## config.mk

```make
export PLATFORM = sky130hd
export DESIGN_NAME = tta_div
export DESIGN_NICKNAME = d
export VERILOG_FILES = /design/src/sv/tta_pkg.sv /design/src/sv/tta_div.sv
export SDC_FILE = /design/constraint.sdc
export NUM_CORES = 1
export LEC_CHECK = 0
export BUFFER_PORTS_ARGS = -buffer_cell sky130_fd_sc_hd__buf_2
export CORE_ASPECT_RATIO = 0.8
export CORE_UTILIZATION = 55
export DETAILED_ROUTE_END_ITERATION = 16
export GPL_TIMING_DRIVEN = 0
export MAX_ROUTING_LAYER = met4
export PLACE_DENSITY = 0.75
export SLEW_MARGIN = 15
export SYNTH_ARGS = -nofsm -noshare
export SYNTH_HDL_FRONTEND = slang
export SYNTH_SLANG_ARGS = --single-unit
```

## constraint.sdc

```tcl
create_clock -name clk -period 9.48 [get_ports clk]
set_clock_uncertainty 0.1 [all_clocks]
set_input_delay 0.474 -clock clk [delete_from_list [all_inputs] [get_ports clk]]
set_output_delay 0.474 -clock clk [all_outputs]
set_load 0.005 [all_outputs]
```

## src/sv/tta_pkg.sv

```systemverilog
// Shared types, constants and codes for the triangle tangent accumulator.
// No dependencies; the divider, the top level and the bench import this package.
package tta_pkg;

    // Vertex store depth and the address width that follows from it.
    localparam int VERTEX_DEPTH = 4096;
    localparam int VIDX_W       = $clog2(VERTEX_DEPTH);

    // Port widths.
    localparam int S_TDATA_W = 200;
    localparam int S_TUSER_W = 2;
    localparam int M_TDATA_W = 160;
    localparam int M_TUSER_W = 2;
    localparam int CFG_W     = 32;

    // Datapath widths.
    localparam int COORD_W = 32;
    localparam int DIFF_W  = 33;
    localparam int PROD_W  = 66;
    localparam int WIDE_W  = 67;
    localparam int TAN_W   = 48;
    localparam int CNT_W   = 6;

    localparam logic [CFG_W-1:0] THRESHOLD_RESET = 32'd429;
    localparam logic [1:0] LAST_LANE = 2'd2;
    localparam logic [CNT_W-1:0] LAST_QBIT = 6'(TAN_W - 1);

    localparam logic signed [TAN_W-1:0] SAT_MAX = {1'b0, {(TAN_W-1){1'b1}}};
    localparam logic signed [TAN_W-1:0] SAT_MIN = {1'b1, {(TAN_W-1){1'b0}}};

    // Request codes.
    localparam logic [1:0] REQ_LOAD = 2'd0;
    localparam logic [1:0] REQ_TRI  = 2'd1;
    localparam logic [1:0] REQ_READ = 2'd2;
    localparam logic [1:0] REQ_RSVD = 2'd3;

    // Result kinds.
    localparam logic KIND_TRI = 1'b0;
    localparam logic KIND_ACC = 1'b1;

    typedef struct packed {
        logic signed [COORD_W-1:0] v;
        logic signed [COORD_W-1:0] u;
        logic signed [COORD_W-1:0] z;
        logic signed [COORD_W-1:0] y;
        logic signed [COORD_W-1:0] x;
    } vrow_t;

    typedef struct packed {
        logic signed [TAN_W-1:0] z;
        logic signed [TAN_W-1:0] y;
        logic signed [TAN_W-1:0] x;
    } arow_t;

    typedef struct packed {
        logic start;
        logic neg;
    } div_ctrl_t;

    typedef struct packed {
        logic busy;
        logic done;
    } div_stat_t;

    typedef enum logic [1:0] {
        D_IDLE,
        D_CHK,
        D_RUN,
        D_DONE
    } div_state_t;

    typedef enum logic [4:0] {
        S_IDLE,
        S_RD_ACC,
        S_RD_OUT,
        S_VA,
        S_VB,
        S_VC,
        S_VW,
        S_DET0,
        S_DET1,
        S_DETC,
        S_ABS,
        S_CMP,
        S_AX0,
        S_AX1,
        S_AXN,
        S_DGO,
        S_DWAIT,
        S_ACR,
        S_ACW,
        S_EMIT
    } tta_state_t;

endpackage

```

## src/sv/tta_div.sv

```systemverilog
// Iterative restoring divider, one quotient bit per cycle, with 48-bit saturation.
// Depends on tta_pkg.
module tta_div (
    input  logic                              clk,
    input  logic                              rst_n,
    input  tta_pkg::div_ctrl_t                ctrl,
    input  logic signed [tta_pkg::WIDE_W-1:0] num,
    input  logic [tta_pkg::WIDE_W-1:0]        den,
    output tta_pkg::div_stat_t                stat,
    output logic signed [tta_pkg::TAN_W-1:0]  quot
);
    import tta_pkg::*;

    div_state_t state_reg, state_next;
    logic signed [WIDE_W-1:0] num_reg;
    logic [WIDE_W-1:0] den_reg;
    logic [WIDE_W-1:0] rem_reg;
    logic [TAN_W-1:0]  shin_reg;
    logic [TAN_W-1:0]  q_reg;
    logic [CNT_W-1:0]  cnt_reg;
    logic neg_reg;
    logic ovf_reg;

    logic [WIDE_W-1:0] abs_num;
    logic              ovf_now;
    logic [WIDE_W:0]   trial;
    logic              fits;

    // Magnitude of the numerator and the check for a quotient of 2^48 or more.
    assign abs_num = num_reg[WIDE_W-1] ? (WIDE_W'(0) - num_reg) : num_reg;
    assign ovf_now = {32'd0, abs_num} >= {den_reg, 32'd0};

    // One restoring step.
    assign trial = {rem_reg, shin_reg[TAN_W-1]};
    assign fits  = trial >= {1'b0, den_reg};

    // Next state.
    always_comb
    begin
        state_next = state_reg;
        case (state_reg)
            D_IDLE:
            begin
                if (ctrl.start)
                begin
                    state_next = D_CHK;
                end
            end
            D_CHK:
            begin
                state_next = ovf_now ? D_DONE : D_RUN;
            end
            D_RUN:
            begin
                if (cnt_reg == LAST_QBIT)
                begin
                    state_next = D_DONE;
                end
            end
            D_DONE:
            begin
                state_next = D_IDLE;
            end
            default:
            begin
                state_next = D_IDLE;
            end
        endcase
    end

    // Status outputs.
    always_comb
    begin
        stat.busy = (state_reg != D_IDLE);
        stat.done = (state_reg == D_DONE);
    end

    // Saturated signed quotient.
    always_comb
    begin
        if (ovf_reg || q_reg[TAN_W-1])
        begin
            quot = neg_reg ? SAT_MIN : SAT_MAX;
        end
        else if (neg_reg)
        begin
            quot = TAN_W'(0) - $signed(q_reg);
        end
        else
        begin
            quot = $signed(q_reg);
        end
    end

    always_ff @(posedge clk or negedge rst_n)
    begin
        if (!rst_n)
        begin
            state_reg <= D_IDLE;
        end
        else
        begin
            state_reg <= state_next;
        end
    end

    // Operand and iteration registers.
    always_ff @(posedge clk)
    begin
        case (state_reg)
            D_IDLE:
            begin
                if (ctrl.start)
                begin
                    num_reg <= num;
                    den_reg <= den;
                    neg_reg <= ctrl.neg ^ num[WIDE_W-1];
                end
            end
            D_CHK:
            begin
                ovf_reg  <= ovf_now;
                rem_reg  <= WIDE_W'(abs_num[WIDE_W-1:32]);
                shin_reg <= {abs_num[31:0], 16'd0};
                q_reg    <= '0;
                cnt_reg  <= '0;
            end
            D_RUN:
            begin
                rem_reg  <= fits ? WIDE_W'(trial - {1'b0, den_reg}) : WIDE_W'(trial);
                shin_reg <= {shin_reg[TAN_W-2:0], 1'b0};
                q_reg    <= {q_reg[TAN_W-2:0], fits};
                cnt_reg  <= cnt_reg + CNT_W'(1);
            end
            default:
            begin
            end
        endcase
    end

endmodule

```

==> out/metrics.cfg <==
[worst_setup_path]
critPathMaxFanout = 7
cp.buffers_inverters = 0
crit_top_cell = nand2_1
crit_slowest_cell = nor3_1
crit_family = simple AND/OR/NAND/NOR gates
arrival_ns = 7.29
critical_path.max_stage_delay_ns = 0.70
startpoint_type = flip-flop
crit_chain = or4_4 > nor4_4 > nand2_1 > or4_4 > or4_1 > o21ai_0 > nand2_1 > xor2_1 > ha_1 > nand2_1 > nor3_1 > and4_1 > and4_1 > nand2_1 > or4_2 > o41ai_1
worstSetupEndpointType = flip-flop
required_ns = 9.72
critPathKind = flip-flop to flip-flop

[timing]
final.setup.tns_ns = 0
worst_pin_slew_ns = 0.920
slew_headroom_pct = 38.7
layout_setup_ws_ns = 2.43
hold_viol_final = 0
rsz0062_at_grt = false
fin_crit_ns = 7.05
fmax_mhz = 142
post-route-period-util_pct = 74.3
drv_slew = 0
setup_viol = 0

[pwr]
intPower_mw = 2.15
ir_drop_v = 0.000148
power_density_mw_per_mm2 = 116
p_comb_share_pct = 2.8
power.clock.fraction_pct = 45.5
seq_power_share_pct = 51.7
power_leakage_nw = 9.22
finalPower_mw = 2.71
swShare_pct = 20.7
p_switching_uw = 560

[grt]
overflow = 0
grtUsageTotal_pct = 32.3
grt_pass1_wl_mm = 88.0
grt_pass1_vias = 16200
grt_max_degree = 69
antenna_found_initial = 0

[yosys]
synth_cells = 2026
synth-main-ff-cell = edfxtp_1
yosysUniqueCellTypes = 79
synth_seq_cells = 291
yosysWarningCount = 0
async_flop_share_pct = 0.687
synth_common_cells = edfxtp_1 (289), nand2_1 (226), nor2_1 (171), a21oi_1 (155), o21ai_0 (138)
synth-edff-count = 289
synth.most_common_cell = edfxtp_1
synthTopCellsByArea = edfxtp_1 (45%), ha_1 (7.1%), nand2_1 (4.4%)
avgSynthCellArea_um2 = 9.52
synth_nets = 2275
ys_seq_area_share_pct = 45.3
synth_area_mm2 = 0.0193
synth_area_leader_cell = edfxtp_1
synth_top_area_share_pct = 45.0

[route]
first_iter_violations = 1958
vias_per_cell = 6.04
avgRoutedWirePerCell_um = 19.6
postRouteAntennaNets = 0
vias = 17400
wl_mm = 56.3
firstDrtPassIters = 6
drc = 0

[placed_design]
hpwlAfterDp_mm = 39.7
place_ws_ns = 2.76
gp_congestion = 0.970
numPortBuffers = 187

[die]
die_h_um = 170
coreArea_mm2 = 0.0341
die_area_mm2 = 0.0358
die_width_um = 211
initial_utilization_pct = 56.6
ios = 188
row_count = 60

[cts]
clock_latency_ns = 0.61
cts-root-buf = clkbuf_16
cts_buffers = 30
ctsResizeCount = 0
cts_sinks = 291
htreeDepth = 1
clk_path_buf_depth = 3
post_cts_buffers = 0
clkTransAtPathRegs_ns = 0.07
cts_tree = yes

[cells_and_area]
drive_above_1_share_pct = 12.2
fillCellCount = 2680
antenna_cells = 0
area_growth_pct = 20.8
utilization_pct = 68.3
final_nets = 2633

[outcome]
status = finished, final reports clean

[hold_path]
hold_class = input pin to async pin

[run]
drv_cap = 0

-- layer usage --
| metal | GRT usage (%) | vias up | part of all wire [%] |
|---|---|---|---|
| li1 | - | 8161 | - |
| met1 | 47.3 | 8198 | 46 |
| met2 | 46.5 | 894 | 42 |
| met3 | 4.96 | 99 | 9.4 |
| met4 | 8.25 | 0 | 2.4 |
| met5 | - | - | 0 |
-- per-stage QoR --
step / hold slack [ns] / cell area (um^2) / instances
2_1_floorplan: 0.0784 / 19300 / 2026
3_3_place_gp: 0.161 / 20800 / 2678
3_5_place_dp: 0.162 / 20900 / 2682
4_1_cts: 0.0526 / 23300 / 2873
5_1_grt: 0.0726 / 23300 / 2873
6_report: 0.0695 / 23300 / 2873
-- power by group through the flow --
stage / clock network [mW] / logic (mW) / registers [mW]
2_1_floorplan: 0 / 0.000246 / 1.43
3_3_place_gp: 0 / 0.0276 / 1.43
3_5_place_dp: 0 / 0.0280 / 1.43
4_1_cts: 1.24 / 0.0712 / 1.40
5_1_grt: 1.30 / 0.0796 / 1.40
6_report: 1.23 / 0.0748 / 1.40
-- path summary, 6_finish.rpt --
kind                                   startpoint                  endpoint  slack (ns)  cells after the start
min reg2reg                shin_reg[32]$_DFFE_PP_    shin_reg[33]$_DFFE_PP_        0.43                      2
max in group asynchronous                   rst_n  state_reg[0]$_DFFE_PN0P_        9.12                      2
min in group clk                          ctrl[0]         neg_reg$_DFFE_PP_        0.09                      2
min                                         rst_n  state_reg[1]$_DFFE_PN0P_        0.07                      2
max                         num_reg[12]$_DFFE_PP_         ovf_reg$_DFFE_PP_        2.43                     16
max reg2reg                 num_reg[12]$_DFFE_PP_         ovf_reg$_DFFE_PP_        2.43                     16
-- kinds of logic after synthesis --
kind of cell	synth area share [%]
flops	45.3
buf+inv	4.01
xor+xnor	6.04
compound gates	16.6
fa+ha+maj	7.24
simple gates	18.6
mux	2.26
-- cell type report --
class | count | area [um^2] | area share, %
plain buffers | 94 | 353 | 1.51
clock buffers | 32 | 758 | 3.26
clock inverters | 24 | 258 | 1.11
inverters | 112 | 420 | 1.80
multi-input cells | 1529 | 9800 | 42.1
flip-flops and latches | 291 | 8730 | 37.5
well taps | 465 | 582 | 2.50
repair buffers | 326 | 2390 | 10.3
-- placed cells by master (no fill, tap or decap), drive strengths merged, types with 10 or more instances in the layout --
| master | n |
|---|---|
| a211oi | 10 |
| a21o | 35 |
| a21oi | 155 |
| a31oi | 41 |
| and2 | 56 |
| and3 | 12 |
| buf | 202 |
| clkbuf | 115 |
| clkinv | 15 |
| dlygate4sd3 | 135 |
| edfxtp | 289 |
| ha | 110 |
| inv | 113 |
| mux2 | 28 |
| mux2i | 12 |
| nand2 | 226 |
| nand2b | 29 |
| nand3 | 44 |
| nand4 | 31 |
| nor2 | 171 |
| nor2b | 18 |
| nor3 | 37 |
| nor3b | 13 |
| nor4 | 26 |
| o21a | 15 |
| o21ai | 138 |
| o21bai | 11 |
| o22ai | 19 |
| o31ai | 23 |
| or3 | 21 |
| or4 | 14 |
| xnor2 | 71 |
| xor2 | 62 |
-- timing repair --
item,in CTS,in global routing
endpoints found under the setup margin,0,0
hold endpoints to repair,136,0
hold buffers,135,0
No activity file was read; power rests on OpenSTA's default activity.
